## src/rtl/core/smdp_pkg.sv

```systemverilog
// Shared types, codes and constant tables of the sensor message deframer and parser.
package smdp_pkg;

  // Sizes and register map.
  localparam int NUM_SENSORS = 6;
  localparam int KEY_MAX_LEN = 10;
  localparam int CFG_INDEX_W = 1;
  localparam int CFG_DATA_W  = 8;

  localparam logic [CFG_INDEX_W-1:0] REG_MAX_MESSAGE_LENGTH = 1'b0;
  localparam logic [CFG_INDEX_W-1:0] REG_TERMINATOR_RUN     = 1'b1;

  localparam logic [7:0] MAX_LEN_RESET  = 8'd100;
  localparam logic [2:0] TERM_RUN_RESET = 3'd3;

  // Byte codes that the deframer looks for.
  localparam logic [7:0] BYTE_TERM  = 8'hFF;
  localparam logic [7:0] BYTE_SPACE = 8'h20;
  localparam logic [7:0] BYTE_TILDE = 8'h7E;
  localparam logic [7:0] BYTE_PLUS  = 8'h2B;
  localparam logic [7:0] BYTE_MINUS = 8'h2D;
  localparam logic [7:0] BYTE_ZERO  = 8'h30;
  localparam logic [7:0] BYTE_NINE  = 8'h39;

  localparam logic [15:0] MAG_MAX = 16'hFFFF;

  // Sensor identifiers.
  localparam logic [2:0] SID_CO2  = 3'd0;
  localparam logic [2:0] SID_PM25 = 3'd1;
  localparam logic [2:0] SID_O3   = 3'd2;
  localparam logic [2:0] SID_TEMP = 3'd3;
  localparam logic [2:0] SID_HUM  = 3'd4;
  localparam logic [2:0] SID_TVOC = 3'd5;

  // Key prefixes, first character first, padded with zero bytes.
  localparam logic [7:0] KEY_TEXT [NUM_SENSORS][KEY_MAX_LEN] = '{
    '{"c", "o", "2", "V", ".", "v", "a", "l", "=", 8'h00},
    '{"p", "m", "2", "5", "V", ".", "v", "a", "l", "="},
    '{"o", "3", "V", ".", "v", "a", "l", "=", 8'h00, 8'h00},
    '{"t", "e", "m", "p", "V", ".", "v", "a", "l", "="},
    '{"h", "u", "m", "V", ".", "v", "a", "l", "=", 8'h00},
    '{"t", "v", "o", "c", "V", ".", "v", "a", "l", "="}
  };
  localparam logic [3:0] KEY_LEN [NUM_SENSORS] = '{4'd9, 4'd10, 4'd8, 4'd10, 4'd9, 4'd10};

  // Accepted value ranges, inclusive.
  localparam logic signed [16:0] RANGE_LO [NUM_SENSORS] = '{
    17'sd1, 17'sd0, 17'sd0, -17'sd50, 17'sd0, 17'sd0
  };
  localparam logic signed [16:0] RANGE_HI [NUM_SENSORS] = '{
    17'sd9999, 17'sd1999, 17'sd1999, 17'sd99, 17'sd100, 17'sd1999
  };

  typedef enum logic [1:0] {
    PH_PREFIX,
    PH_LEAD,
    PH_DIGITS,
    PH_DONE
  } phase_t;

  typedef enum logic [1:0] {
    CMD_NONE,
    CMD_EVAL,
    CMD_UNKNOWN,
    CMD_OVERFLOW
  } cmd_kind_t;

  typedef enum logic [2:0] {
    ST_NOTHING      = 3'd0,
    ST_STORED       = 3'd1,
    ST_OUT_OF_RANGE = 3'd2,
    ST_UNKNOWN_KEY  = 3'd3,
    ST_OVERFLOW     = 3'd4
  } status_t;

  // Configuration write request.
  typedef struct packed {
    logic                   we;
    logic [CFG_INDEX_W-1:0] index;
    logic [CFG_DATA_W-1:0]  data;
  } cfg_write_t;

  // Classified request handed from the front to the back.
  typedef struct packed {
    cmd_kind_t          kind;
    logic [2:0]         sid;
    logic signed [16:0] value;
  } cmd_t;

  // One result as it waits in the output queue.
  typedef struct packed {
    status_t            status;
    logic [2:0]         sid;
    logic signed [16:0] value;
    logic [13:0]        co2;
    logic [10:0]        pm25;
    logic [10:0]        ozone;
    logic signed [7:0]  temp;
    logic [6:0]         hum;
    logic [10:0]        voc;
  } res_t;

endpackage

```

## src/rtl/core/smdp_fifo.sv

```systemverilog
// Small first-in first-out queue held in flip-flops.
module smdp_fifo #(
  parameter int WIDTH = 8,
  parameter int DEPTH = 4
) (
  input  logic             clk,
  input  logic             rst,
  input  logic             push,
  input  logic [WIDTH-1:0] push_data,
  output logic             full,
  input  logic             pop,
  output logic [WIDTH-1:0] pop_data,
  output logic             empty
);

  localparam int PTR_W = (DEPTH > 1) ? $clog2(DEPTH) : 1;
  localparam int CNT_W = $clog2(DEPTH + 1);

  logic [WIDTH-1:0] mem [DEPTH];
  logic [PTR_W-1:0] wr_ptr;
  logic [PTR_W-1:0] rd_ptr;
  logic [CNT_W-1:0] count;
  logic             do_push;
  logic             do_pop;

  assign full     = (count == CNT_W'(DEPTH));
  assign empty    = (count == '0);
  assign do_push  = push && !full;
  assign do_pop   = pop && !empty;
  assign pop_data = mem[rd_ptr];

  // Pointers and fill count.
  always_ff @(posedge clk) begin
    if (rst) begin
      wr_ptr <= '0;
      rd_ptr <= '0;
      count  <= '0;
    end else begin
      if (do_push) begin
        wr_ptr <= (wr_ptr == PTR_W'(DEPTH - 1)) ? '0 : wr_ptr + 1'b1;
      end
      if (do_pop) begin
        rd_ptr <= (rd_ptr == PTR_W'(DEPTH - 1)) ? '0 : rd_ptr + 1'b1;
      end
      if (do_push && !do_pop) begin
        count <= count + 1'b1;
      end else if (do_pop && !do_push) begin
        count <= count - 1'b1;
      end
    end
  end

  // Storage needs no reset.
  always_ff @(posedge clk) begin
    if (do_push) begin
      mem[wr_ptr] <= push_data;
    end
  end

endmodule

```

## src/rtl/core/smdp_front.sv

```systemverilog
// Front part: deframes received bytes, matches key prefixes and accumulates the value.
module smdp_front (
  input  logic                clk,
  input  logic                rst,
  input  smdp_pkg::cfg_write_t cfg,
  input  logic                accept,
  input  logic [7:0]          rx_byte,
  output smdp_pkg::cmd_t      cmd
);

  logic [7:0]       max_len;
  logic [2:0]       term_run;
  logic [2:0]       ff_run;
  logic [2:0]       ff_run_next;
  logic [7:0]       msg_length;
  logic [8:0]       len_next;
  logic [5:0]       key_candidates;
  logic [5:0]       cand_next;
  smdp_pkg::phase_t parse_phase;
  smdp_pkg::phase_t phase_next;
  logic             negative_sign;
  logic             neg_next;
  logic [15:0]      magnitude;
  logic [15:0]      mag_next;

  logic             is_ff;
  logic             is_print;
  logic             is_digit;
  logic             term;
  logic [2:0]       ff_inc;
  logic [8:0]       len_inc;
  logic [3:0]       char_idx;
  logic [5:0]       cand_kept;
  logic [5:0]       cand_final;
  logic             key_done;
  logic [2:0]       first_sid;
  logic [19:0]      mag_times;
  logic [15:0]      mag_sat;

  // Configuration registers.
  always_ff @(posedge clk) begin
    if (rst) begin
      max_len  <= smdp_pkg::MAX_LEN_RESET;
      term_run <= smdp_pkg::TERM_RUN_RESET;
    end else if (cfg.we) begin
      unique case (cfg.index)
        smdp_pkg::REG_MAX_MESSAGE_LENGTH: max_len  <= cfg.data;
        smdp_pkg::REG_TERMINATOR_RUN:     term_run <= cfg.data[2:0];
      endcase
    end
  end

  // Byte classes and the terminator run.
  assign is_ff    = (rx_byte == smdp_pkg::BYTE_TERM);
  assign is_print = (rx_byte >= smdp_pkg::BYTE_SPACE) && (rx_byte <= smdp_pkg::BYTE_TILDE);
  assign is_digit = (rx_byte >= smdp_pkg::BYTE_ZERO) && (rx_byte <= smdp_pkg::BYTE_NINE);
  assign ff_inc   = ff_run + 3'd1;
  assign term     = is_ff && (ff_inc >= term_run);
  assign len_inc  = {1'b0, msg_length} + 9'd1;
  assign char_idx = (msg_length < 8'(smdp_pkg::KEY_MAX_LEN)) ? msg_length[3:0] : '0;

  // Prefix matching: drop keys that disagree, then lock on a completed key.
  always_comb begin
    cand_kept = key_candidates;
    for (int k = 0; k < smdp_pkg::NUM_SENSORS; k++) begin
      if ((msg_length < {4'b0, smdp_pkg::KEY_LEN[k]}) &&
          (smdp_pkg::KEY_TEXT[k][char_idx] != rx_byte)) begin
        cand_kept[k] = 1'b0;
      end
    end
    cand_final = cand_kept;
    key_done   = 1'b0;
    for (int k = 0; k < smdp_pkg::NUM_SENSORS; k++) begin
      if (cand_kept[k] && ({5'b0, smdp_pkg::KEY_LEN[k]} == len_inc)) begin
        cand_final    = '0;
        cand_final[k] = 1'b1;
        key_done      = 1'b1;
      end
    end
  end

  // Lowest remaining candidate names the sensor.
  always_comb begin
    first_sid = '0;
    for (int k = smdp_pkg::NUM_SENSORS - 1; k >= 0; k--) begin
      if (key_candidates[k]) begin
        first_sid = 3'(k);
      end
    end
  end

  // Decimal accumulate with saturation.
  assign mag_times = ({4'b0, magnitude} << 3) + ({4'b0, magnitude} << 1) +
                     {16'b0, rx_byte[3:0]};
  assign mag_sat   = (mag_times > {4'b0, smdp_pkg::MAG_MAX}) ? smdp_pkg::MAG_MAX
                                                              : mag_times[15:0];

  // Next state and the classified request for this byte.
  always_comb begin
    ff_run_next = ff_run;
    len_next    = {1'b0, msg_length};
    cand_next   = key_candidates;
    phase_next  = parse_phase;
    neg_next    = negative_sign;
    mag_next    = magnitude;
    cmd.kind    = smdp_pkg::CMD_NONE;
    cmd.sid     = '0;
    cmd.value   = '0;

    if (is_ff) begin
      ff_run_next = ff_inc;
      if (term) begin
        ff_run_next = '0;
        if (msg_length != '0) begin
          if (parse_phase == smdp_pkg::PH_PREFIX || key_candidates == '0) begin
            cmd.kind = smdp_pkg::CMD_UNKNOWN;
          end else begin
            cmd.kind  = smdp_pkg::CMD_EVAL;
            cmd.sid   = first_sid;
            cmd.value = negative_sign ? -$signed({1'b0, magnitude}) : $signed({1'b0, magnitude});
          end
          len_next   = '0;
          cand_next  = '1;
          phase_next = smdp_pkg::PH_PREFIX;
          neg_next   = 1'b0;
          mag_next   = '0;
        end
      end
    end else begin
      ff_run_next = '0;
      if (is_print) begin
        len_next = len_inc;
        unique case (parse_phase)
          smdp_pkg::PH_PREFIX: begin
            cand_next = cand_final;
            if (key_done) begin
              phase_next = smdp_pkg::PH_LEAD;
            end
          end
          smdp_pkg::PH_LEAD: begin
            priority if (rx_byte == smdp_pkg::BYTE_SPACE) begin
              phase_next = smdp_pkg::PH_LEAD;
            end else if (rx_byte == smdp_pkg::BYTE_PLUS || rx_byte == smdp_pkg::BYTE_MINUS) begin
              neg_next   = (rx_byte == smdp_pkg::BYTE_MINUS);
              phase_next = smdp_pkg::PH_DIGITS;
            end else if (is_digit) begin
              mag_next   = mag_sat;
              phase_next = smdp_pkg::PH_DIGITS;
            end else begin
              phase_next = smdp_pkg::PH_DONE;
            end
          end
          smdp_pkg::PH_DIGITS: begin
            if (is_digit) begin
              mag_next = mag_sat;
            end else begin
              phase_next = smdp_pkg::PH_DONE;
            end
          end
          smdp_pkg::PH_DONE: begin
            phase_next = smdp_pkg::PH_DONE;
          end
        endcase
      end
    end

    // Too long a message is thrown away; a termination has already cleared it.
    if (len_next > {1'b0, max_len}) begin
      len_next    = '0;
      cand_next   = '1;
      phase_next  = smdp_pkg::PH_PREFIX;
      neg_next    = 1'b0;
      mag_next    = '0;
      ff_run_next = '0;
      cmd.kind    = smdp_pkg::CMD_OVERFLOW;
      cmd.sid     = '0;
      cmd.value   = '0;
    end
  end

  // Message state registers.
  always_ff @(posedge clk) begin
    if (rst) begin
      ff_run         <= '0;
      msg_length     <= '0;
      key_candidates <= '1;
      parse_phase    <= smdp_pkg::PH_PREFIX;
      negative_sign  <= 1'b0;
      magnitude      <= '0;
    end else if (accept) begin
      ff_run         <= ff_run_next;
      msg_length     <= len_next[7:0];
      key_candidates <= cand_next;
      parse_phase    <= phase_next;
      negative_sign  <= neg_next;
      magnitude      <= mag_next;
    end
  end

  // Once a key is complete exactly one candidate remains.
  a_locked_key: assert property (@(posedge clk) disable iff (rst)
    parse_phase != smdp_pkg::PH_PREFIX |-> $onehot(key_candidates))
    else $error("more than one key candidate after the prefix");

  // A terminating run leaves an empty message and a cleared run.
  a_term_clears: assert property (@(posedge clk) disable iff (rst)
    accept && term |=> ff_run == '0 && msg_length == '0)
    else $error("terminator run did not clear the message");

  // A stored message never exceeds the length limit.
  a_len_bound: assert property (@(posedge clk) disable iff (rst)
    accept && !cfg.we |=> msg_length <= max_len)
    else $error("message length above the limit");

endmodule

```

## src/rtl/core/smdp_back.sv

```systemverilog
// Back part: range checks parsed values, updates the sensor levels and builds results.
module smdp_back (
  input  logic           clk,
  input  logic           rst,
  input  logic           fire,
  input  smdp_pkg::cmd_t cmd,
  output smdp_pkg::res_t res
);

  logic [13:0]        co2;
  logic [10:0]        pm25;
  logic [10:0]        ozone;
  logic signed [7:0]  temp;
  logic [6:0]         hum;
  logic [10:0]        voc;
  logic [2:0]         sid_idx;
  logic               in_range;
  logic               store;

  // Range check against the selected sensor's limits.
  assign sid_idx  = (cmd.sid < 3'(smdp_pkg::NUM_SENSORS)) ? cmd.sid : '0;
  assign in_range = (cmd.value >= smdp_pkg::RANGE_LO[sid_idx]) &&
                    (cmd.value <= smdp_pkg::RANGE_HI[sid_idx]);
  assign store    = (cmd.kind == smdp_pkg::CMD_EVAL) && in_range;

  // Result fields and the levels as they stand after this request.
  always_comb begin
    res.status = smdp_pkg::ST_NOTHING;
    res.sid    = '0;
    res.value  = '0;
    unique case (cmd.kind)
      smdp_pkg::CMD_NONE:     res.status = smdp_pkg::ST_NOTHING;
      smdp_pkg::CMD_EVAL: begin
        res.status = in_range ? smdp_pkg::ST_STORED : smdp_pkg::ST_OUT_OF_RANGE;
        res.sid    = cmd.sid;
        res.value  = cmd.value;
      end
      smdp_pkg::CMD_UNKNOWN:  res.status = smdp_pkg::ST_UNKNOWN_KEY;
      smdp_pkg::CMD_OVERFLOW: res.status = smdp_pkg::ST_OVERFLOW;
    endcase
    res.co2   = (store && cmd.sid == smdp_pkg::SID_CO2)  ? cmd.value[13:0] : co2;
    res.pm25  = (store && cmd.sid == smdp_pkg::SID_PM25) ? cmd.value[10:0] : pm25;
    res.ozone = (store && cmd.sid == smdp_pkg::SID_O3)   ? cmd.value[10:0] : ozone;
    res.temp  = (store && cmd.sid == smdp_pkg::SID_TEMP) ? cmd.value[7:0]  : temp;
    res.hum   = (store && cmd.sid == smdp_pkg::SID_HUM)  ? cmd.value[6:0]  : hum;
    res.voc   = (store && cmd.sid == smdp_pkg::SID_TVOC) ? cmd.value[10:0] : voc;
  end

  // Sensor level registers.
  always_ff @(posedge clk) begin
    if (rst) begin
      co2   <= '0;
      pm25  <= '0;
      ozone <= '0;
      temp  <= '0;
      hum   <= '0;
      voc   <= '0;
    end else if (fire) begin
      co2   <= res.co2;
      pm25  <= res.pm25;
      ozone <= res.ozone;
      temp  <= res.temp;
      hum   <= res.hum;
      voc   <= res.voc;
    end
  end

endmodule

```

## src/rtl/core/sensor_message_deframer_parser_unit.sv

```systemverilog
// Top level of the sensor message deframer and parser.
//
// Input channel: one received serial byte per request on rx_byte, taken at a
// clock edge with push high and full low. Output channel: one result per byte,
// shown while empty is low and taken at an edge with pop high. A result holds
// a status code, the sensor and parsed value of a finished message, and the
// six stored sensor levels as they stand after that byte.
// Configuration: cfg_we writes cfg_data into the register cfg_index names
// (0 maximum message length, 1 terminator run length). The user must write
// only while idle; the block does not enforce it. A byte accepted by the
// front is classified into the request queue; the back range checks the
// oldest request, one per cycle while the output queue has room, and
// writes its result there; results reach the output ports in order.
// Throughput: one byte per cycle while full stays low, from the
// combinational prefix compare and decimal accumulate in the front.
// Reset clears the message state, restores the register defaults and zeroes
// the sensor levels; both queues come up empty. When the receiver stalls the
// output queue fills, then the request queue, and full rises after
// CMD_DEPTH + RES_DEPTH bytes are waiting.
module sensor_message_deframer_parser_unit #(
  parameter int CMD_DEPTH = 4,
  parameter int RES_DEPTH = 2
) (
  input  logic                                 clk,
  input  logic                                 rst,
  input  logic                                 push,
  output logic                                 full,
  input  logic [7:0]                           rx_byte,
  output logic                                 empty,
  input  logic                                 pop,
  output logic [2:0]                           status,
  output logic [2:0]                           sensor_id,
  output logic signed [16:0]                   parsed_value,
  output logic [13:0]                          co2_level,
  output logic [10:0]                          pm25_level,
  output logic [10:0]                          ozone_level,
  output logic signed [7:0]                    temperature,
  output logic [6:0]                           humidity,
  output logic [10:0]                          voc_level,
  input  logic                                 cfg_we,
  input  logic [smdp_pkg::CFG_INDEX_W-1:0]     cfg_index,
  input  logic [smdp_pkg::CFG_DATA_W-1:0]      cfg_data
);

  smdp_pkg::cfg_write_t cfg;
  smdp_pkg::cmd_t       cmd_in;
  smdp_pkg::cmd_t       cmd_out;
  smdp_pkg::res_t       res_in;
  smdp_pkg::res_t       res_out;
  logic                 accept;
  logic                 cmd_empty;
  logic                 res_full;
  logic                 back_fire;

  assign cfg.we    = cfg_we;
  assign cfg.index = cfg_index;
  assign cfg.data  = cfg_data;

  // Input handshake.
  assign accept = push && !full;

  // Front: deframing and parsing.
  smdp_front u_front (
    .clk     (clk),
    .rst     (rst),
    .cfg     (cfg),
    .accept  (accept),
    .rx_byte (rx_byte),
    .cmd     (cmd_in)
  );

  // Request queue between front and back.
  smdp_fifo #(
    .WIDTH ($bits(smdp_pkg::cmd_t)),
    .DEPTH (CMD_DEPTH)
  ) u_cmd_queue (
    .clk       (clk),
    .rst       (rst),
    .push      (accept),
    .push_data (cmd_in),
    .full      (full),
    .pop       (back_fire),
    .pop_data  (cmd_out),
    .empty     (cmd_empty)
  );

  // Back: range check and level store, one request per cycle while the output queue has room.
  assign back_fire = !cmd_empty && !res_full;

  smdp_back u_back (
    .clk  (clk),
    .rst  (rst),
    .fire (back_fire),
    .cmd  (cmd_out),
    .res  (res_in)
  );

  // Output queue.
  smdp_fifo #(
    .WIDTH ($bits(smdp_pkg::res_t)),
    .DEPTH (RES_DEPTH)
  ) u_res_queue (
    .clk       (clk),
    .rst       (rst),
    .push      (back_fire),
    .push_data (res_in),
    .full      (res_full),
    .pop       (pop),
    .pop_data  (res_out),
    .empty     (empty)
  );

  // Result ports.
  assign status       = res_out.status;
  assign sensor_id    = res_out.sid;
  assign parsed_value = res_out.value;
  assign co2_level    = res_out.co2;
  assign pm25_level   = res_out.pm25;
  assign ozone_level  = res_out.ozone;
  assign temperature  = res_out.temp;
  assign humidity     = res_out.hum;
  assign voc_level    = res_out.voc;

endmodule

```

## config.mk

```make
export PLATFORM = sky130hd
export DESIGN_NAME = sensor_message_deframer_parser_unit
export DESIGN_NICKNAME = d
export VERILOG_FILES = /design/src/rtl/core/smdp_pkg.sv /design/src/rtl/core/smdp_fifo.sv /design/src/rtl/core/smdp_front.sv /design/src/rtl/core/smdp_back.sv /design/src/rtl/core/sensor_message_deframer_parser_unit.sv
export SDC_FILE = /design/constraint.sdc
export NUM_CORES = 1
export LEC_CHECK = 0
export BUFFER_PORTS_ARGS = -buffer_cell sky130_fd_sc_hd__buf_2
export CORE_ASPECT_RATIO = 1.1
export CORE_MARGIN = 5
export CORE_UTILIZATION = 45
export DETAILED_ROUTE_END_ITERATION = 7
export PLACE_DENSITY_LB_ADDON = 0.3
export SLEW_MARGIN = 20
export SYNTH_ARGS = -nofsm -noshare
export SYNTH_HDL_FRONTEND = slang
export SYNTH_SLANG_ARGS = --single-unit
export TNS_END_PERCENT = 100
```

## constraint.sdc

```tcl
create_clock -name clk -period 11.41 [get_ports clk]
set_input_delay 1.141 -clock clk [delete_from_list [all_inputs] [get_ports clk]]
set_output_delay 1.141 -clock clk [all_outputs]
set_load 0.02 [all_outputs]
```

# Word-level counts from Yosys, hierarchy flattened
# Memory sizes are Yosys's and may differ from the RTL's. A register that Yosys moved wholly into a read port is not among the register bits.
# Index checks and enable logic that the tools add are counted.
[word_totals]
regBits = 120
ram_bits = 258
mem_bits_ro = 1040
in_bits = 22
mem_count = 10
[memory_table]
columns = ["memory", "depth", "word_bits", "rd", "rd_clocked_by_memory_dff", "write_ports", "line_no", "rtl"]
rows = [
  ["u_res_queue.mem", 2, 85, 1, 1, 1, "smdp_fifo.sv:19", "logic [WIDTH-1:0] mem [DEPTH];"],
  ["(name not given)", 8, 17, 1, 0, 0, "smdp_back.sv:22", "assign in_range = (cmd.value >= smdp_pkg::RANGE_LO[sid_idx]) &&"],
  ["(name not given)", 8, 17, 1, 0, 0, "smdp_back.sv:23", "(cmd.value <= smdp_pkg::RANGE_HI[sid_idx]);"],
  ["(name not given)", 16, 8, 1, 0, 0, "smdp_front.sv:67", "(smdp_pkg::KEY_TEXT[k][char_idx] != rx_byte)) begin"],
  ["(name not given)", 16, 8, 1, 0, 0, "smdp_front.sv:67", ""],
  ["(name not given)", 16, 8, 1, 0, 0, "smdp_front.sv:67", ""],
  ["4 more memories", "--", "--", "--", "--", "--", "--", ""],
]
[op_classes]
addsub = 13
order_cmp = 15
eq_ne = 35
muxes = 117
bitwise_logic = 3
n_reduce_logical = 63
[ops]
columns = ["cell", "n"]
rows = [
  ["two-way mux 16 bit", 9],
  ["two-way mux 8 bit", 15],
  ["two-way mux 22 bit", 4],
  ["two-way mux 17 bit", 5],
  ["two-way mux 6 bit", 12],
  ["inequality test 8 bit", 6],
  ["two-way mux 20 bit", 2],
  ["two-way mux 3 bit", 12],
  ["two-way mux 2 bit", 17],
  ["logical AND 1 bit", 33],
  ["two-way mux 11 bit", 3],
  ["case mux 16 bit (2 select lines)", 1],
  ["two-way mux 1 bit", 29],
  ["== test 4 x 9 -> 1 bit (first input constant)", 3],
  ["two-way mux 9 bit", 3],
  ["== test 8 x 6 -> 1 bit (second input constant)", 3],
  ["less-than comparator 8 x 4 -> 1 bit (second input constant)", 3],
  ["adder 19 x 17 -> 20 bit", 1],
  ["adder 20 x 4 -> 20 bit", 1],
  ["greater-than comparator 20 x 16 -> 1 bit (second input constant)", 1],
  [">= comparator 17 bit", 1],
  ["<= comparator 17 bit", 1],
  ["negation 16 -> 17 bit", 1],
  [">= comparator 8 x 6 -> 1 bit (second input constant)", 2],
  ["44 further kinds", 78],
]

# Logic depth before layout (Yosys ltp)
[depth]
ltp_word = 21
mapped_depth = 23

# Cells and area by module
# A second synthesis with hierarchy kept.
[hier_totals]
cells_unflattened = 1689
area_unflattened_um2 = 20074.3
[modules_own_cells]
columns = ["module", "n_inst", "cells_per_inst", "area_each_um2"]
rows = [
  ["smdp_fifo at u_res_queue", 1, 289, 6358.6],
  ["smdp_front", 1, 802, 5749.3],
  ["smdp_back", 1, 432, 4285.4],
  ["smdp_fifo at u_cmd_queue", 1, 164, 3663.5],
  ["sensor_message_deframer_parser_unit", 1, 2, 17.5],
]

# Worst setup path after synthesis
# No wires, ideal clock.
[synth_timing]
path_type = "input to register"
from = "in rx_byte[0]"
to = "reg u_front.magnitude[14]"
setup_ps = 74
arrival_ps = 5080
setup_slack_ps = 6256
path_stages = 17
path_cell_list = "buf_2 > and2_1 > a311oi_2 > nand4_1 > or3_1 > a21oi_1 > ha_1 > a2111oi_0 > a211o_1 > and2_1 > clkbuf_1 > and2_1 > nand2_1 > or3_1 > clkbuf_1 > clkbuf_1 > o21ai_0"
[synth_via]
elab_chain_cells = 10
elab_cells_between_ends = 33
classes_between = "add/sub: 1; order compare: 6; eq/ne: 8; mux: 11; reduce/logical: 7"
[synth_lines]
columns = ["element", "line_no", "rtl"]
rows = [
  ["start: declaration", "sensor_message_deframer_parser_unit.sv:28", "input logic [7:0] rx_byte,"],
  ["adder 20 x 4 -> 20 bit", "smdp_front.sv:93", "assign mag_times = ({4'b0, magnitude} << 3) + ({4'b0, magnitude} << 1) +"],
  ["greater-than comparator 20 x 16 -> 1 bit", "smdp_front.sv:95", "assign mag_sat = (mag_times > {4'b0, smdp_pkg::MAG_MAX}) ? smdp_pkg::MAG_MAX"],
  ["two-way mux 16 bit", "smdp_front.sv:95", ""],
  ["two-way mux 16 bit", "smdp_front.sv:146, smdp_front.sv:154", ""],
  ["two-way mux 16 bit", "smdp_front.sv:143", "end else if (rx_byte == smdp_pkg::BYTE_PLUS || rx_byte == smdp_pkg::BYTE_MINUS) begin"],
  ["two-way mux 16 bit", "smdp_front.sv:141", "priority if (rx_byte == smdp_pkg::BYTE_SPACE) begin"],
  ["case mux 16 bit (2 select lines)", "smdp_front.sv:133", "unique case (parse_phase)"],
  ["two-way mux 16 bit", "smdp_front.sv:131", "if (is_print) begin"],
  ["two-way mux 16 bit", "smdp_front.sv:110", "if (is_ff) begin"],
  ["two-way mux 16 bit", "smdp_front.sv:168", "if (len_next > {1'b0, max_len}) begin"],
  ["end signal: assignment", "smdp_front.sv:196", "magnitude <= mag_next;"],
  ["end: declaration", "smdp_front.sv:23", "logic [15:0] magnitude;"],
]
# Parallel ways exist; a longest one is shown, timed or not. The select of a mux whose other input is x is not followed.
# A chain may end at the register's enable or synchronous reset.

==> metrics.cfg <==
[outcome]
outcome = completed

[synthesis]
synthDistinctLibCells = 85
synth.yosys.seq_area_share = 0.518
post_synth.cell_area_avg_um2 = 11.8
most_common_library_cells_after_synthesis = 258 x sky130_fd_sc_hd__edfxtp_1, 144 x sky130_fd_sc_hd__nor2_1, 139 x sky130_fd_sc_hd__mux2_2
share_of_flip_flops_with_an_asynchronous_set_or_reset_after_synthesis = 0
synth_largest_area_cell = sky130_fd_sc_hd__edfxtp_1
syn_area_um2 = 19700
synthesis.nets = 1796
ys.flop_type = sky130_fd_sc_hd__edfxtp_1
synth.yosys.warnings = 0
synth_enable_flop_cells = 258
synthCells = 1675
synth_top_area_frac = 0.393
yosys_register_bits = 381
most_frequent_cell_after_synthesis = sky130_fd_sc_hd__edfxtp_1
biggest_area_contributors_in_the_synthesized_netlist = sky130_fd_sc_hd__edfxtp_1 39%, sky130_fd_sc_hd__dfxtp_1 13%, sky130_fd_sc_hd__mux2_2 7.9%

[timing]
final_sum_of_negative_setup_slack_ps = 0
hold_viol_final = 0
fmax_ghz = 0.165
min_period_over_period = 0.530
maxSlewHeadroom = 0.283
final_setup_vio_count = 0
fin_worst_skew_ps = 13.4
worst_pin_slew_ps = 1080
rsz_0062_raised_after_global_routing = no
post-route-min-period_ps = 6050
finalHoldWorstSlack_ps = 461
slew_viol_final = 0

[critical_path]
setup.worst_path.end_class = flop
cp_data_required_time_ps = 11670
critical_path.startpoint_type = flop
worstPathArrival_ps = 6310
setup.worst_path.class = reg -> reg
crit_path_max_fanout = 22

[power]
peakVddDrop_uv = 135
leak_nw = 8.73
power-per-cell-area_nw_per_um2 = 222

[global_route]
antenna_found_initial = 0
via_count_of_the_first_global_routing_pass = 13300
grt_max_degree = 89
grt_first_pass_wirelength_um = 72100
grt_usage = 0.183
globalRoute.totalOverflow = 0

[final_layout]
area_growth_syn_to_layout_pct = 11.2
post-route-util = 0.505
instances_no_fill = 2344
antenna_cells_inserted = 0
final_area_um2 = 21900
post_route_cells_drive_above_1_share = 0.208
count_of_nets_after_finishing = 1865

[clock_network]
h-tree-depth = 2
cts_tree = done
clock_path_buffers = 3
post-cts-setup-buffers = 0
worstSkewPairLatency_ps = 520
number_of_hold_buffers_added_after_cts = 0
clock_pin_slew_on_the_worst_setup_and_hold_paths_ps = 60
cts_root_buffer = sky130_fd_sc_hd__clkbuf_16
cts.sinks = 381
cts.repair.resized = 0
cts_buffers = 37

[die]
die_area_um2 = 48100
chipWidth_um = 209
start_util = 0.454
placement_rows = 80
floorplan.core_area_um2 = 43300
boundaryPins = 109
die_y_extent_um = 229

[min_path]
min-delay-path-class = reg -> reg

[placed_design]
dp.cells = 2279
dp_hpwl_um = 30400
portBuffers = 108
post_dp_cell_area_um2 = 20700
gp_routability_congestion = 0.912

[flow_run]
max_cap_viol_count = 0

[drt]
drt_pass1_iterations = 5
remaining_antenna_violation_count = 0
detail_route.wl_per_cell_um = 19.3
via_cell_ratio = 5.65
initialDrtViolationCount = 718
routed_wirelength_um = 45300
drt_drc_violations_left = 0
vias = 13300

[worst max-delay path, cell delays in order, from the launching register on]
cell and delay (ps):
sky130_fd_sc_hd__dfxtp_1 1020, sky130_fd_sc_hd__mux4_2 500, sky130_fd_sc_hd__nand2_1 120, sky130_fd_sc_hd__inv_1 50, sky130_fd_sc_hd__ha_1 180, sky130_fd_sc_hd__nand2_1 470, sky130_fd_sc_hd__inv_1 140, sky130_fd_sc_hd__nor2_1 180
sky130_fd_sc_hd__inv_1 120, sky130_fd_sc_hd__ha_1 310, sky130_fd_sc_hd__nand3_1 110, sky130_fd_sc_hd__or4_1 510, sky130_fd_sc_hd__o21ai_0 200, sky130_fd_sc_hd__a21oi_1 70, sky130_fd_sc_hd__o21ai_1 210, sky130_fd_sc_hd__and3b_1 380
sky130_fd_sc_hd__and4_1 770, sky130_fd_sc_hd__mux2_2 430
[power by group]
part	switching (mW)	internal (mW)
sequential	0.0871	1.83
clock	0.502	0.709
combinational	1.11	0.618
[state kept, by name (all words and copies together), names as in the netlist, 3 cells and up, named ones only]
register and count:
u_front.key_candidates 6, u_front.max_len 8, u_back.hum 7, u_res_queue.mem 170, u_cmd_queue.mem 88, u_back.ozone 11
u_cmd_queue.count 3, u_back.temp 8, u_back.voc 11, u_front.term_run 3, u_front.ff_run 3, u_front.magnitude 16
u_back.co2 14, u_front.msg_length 8, u_back.pm25 11
[placed cells by master, fill, tap and decap left out, drive strengths merged, types with 14 or more instances in the layout]
cell / instances
nor3: 36
xnor2: 27
a21oi: 51
xor2: 23
nand2b: 37
or3: 15
edfxtp: 258
and2: 37
nand4: 15
mux4: 22
mux2i: 62
ha: 96
dfxtp: 123
clkbuf: 47
o21ai: 76
nor3b: 14
nor2b: 19
nand3: 25
mux2: 149
buf: 125
inv: 48
nor2: 144
nand2: 90
clkinv: 15
[worst paths after layout]
kind	from	to	slack (ps)	depth (start not counted)
max	flop	u_res_queue.mem[0][27]$_DFFE_PP_	5360	17
min reg2reg	u_front.max_len[1]$_SDFFE_PP0P_	u_front.max_len[1]$_SDFFE_PP0P_	460	2
min	u_front.max_len[1]$_SDFFE_PP0P_	u_front.max_len[1]$_SDFFE_PP0P_	460	2
max reg2reg	flop	u_res_queue.mem[0][27]$_DFFE_PP_	5360	17
[metrics by stage]
| step | setup slack [ps] | power [mW] |
|---|---|---|
| finish | 5360 | 4.85 |
| global route | 5000 | 5.11 |
| CTS | 5320 | 4.90 |
| detailed placement | 5060 | 3.68 |
| global placement | 5190 | 3.64 |
| floorplan | 6260 | 3.15 |
[logic make-up (layout without fill, tap and decap cells)]
logic type	Yosys count	in the layout	share of synthesized area
muxes	233	233	0.142
AOI/OAI and AO/OA	267	267	0.0911
buffers and inverters	145	240	0.0302
DFF	381	381	0.518
adders and majority gates	99	99	0.0640
and+or+nand+nor	500	500	0.132
xor gates and xnor gates	50	50	0.0222
[per-layer routing]
metal / vias to the layer above / wire [µm] / global-route usage
met5: - / 0 / 0
met4: 0 / 1120 / 0.0522
met3: 83 / 1850 / 0.0212
met2: 271 / 22400 / 0.321
met1: 6538 / 20000 / 0.241
li1: 6360 / - / -
[area by class of cell]
class / instances / area (µm²)
clock buffers: 47 / 993
multi-input cells: 1149 / 8910
repair buffers: 125 / 671
fillers: 3807 / 21400
clock inverters: 18 / 196
flip-flops and latches: 381 / 10200
inverters: 50 / 188
well taps: 574 / 718
No activity file was read; power rests on OpenSTA's default activity.
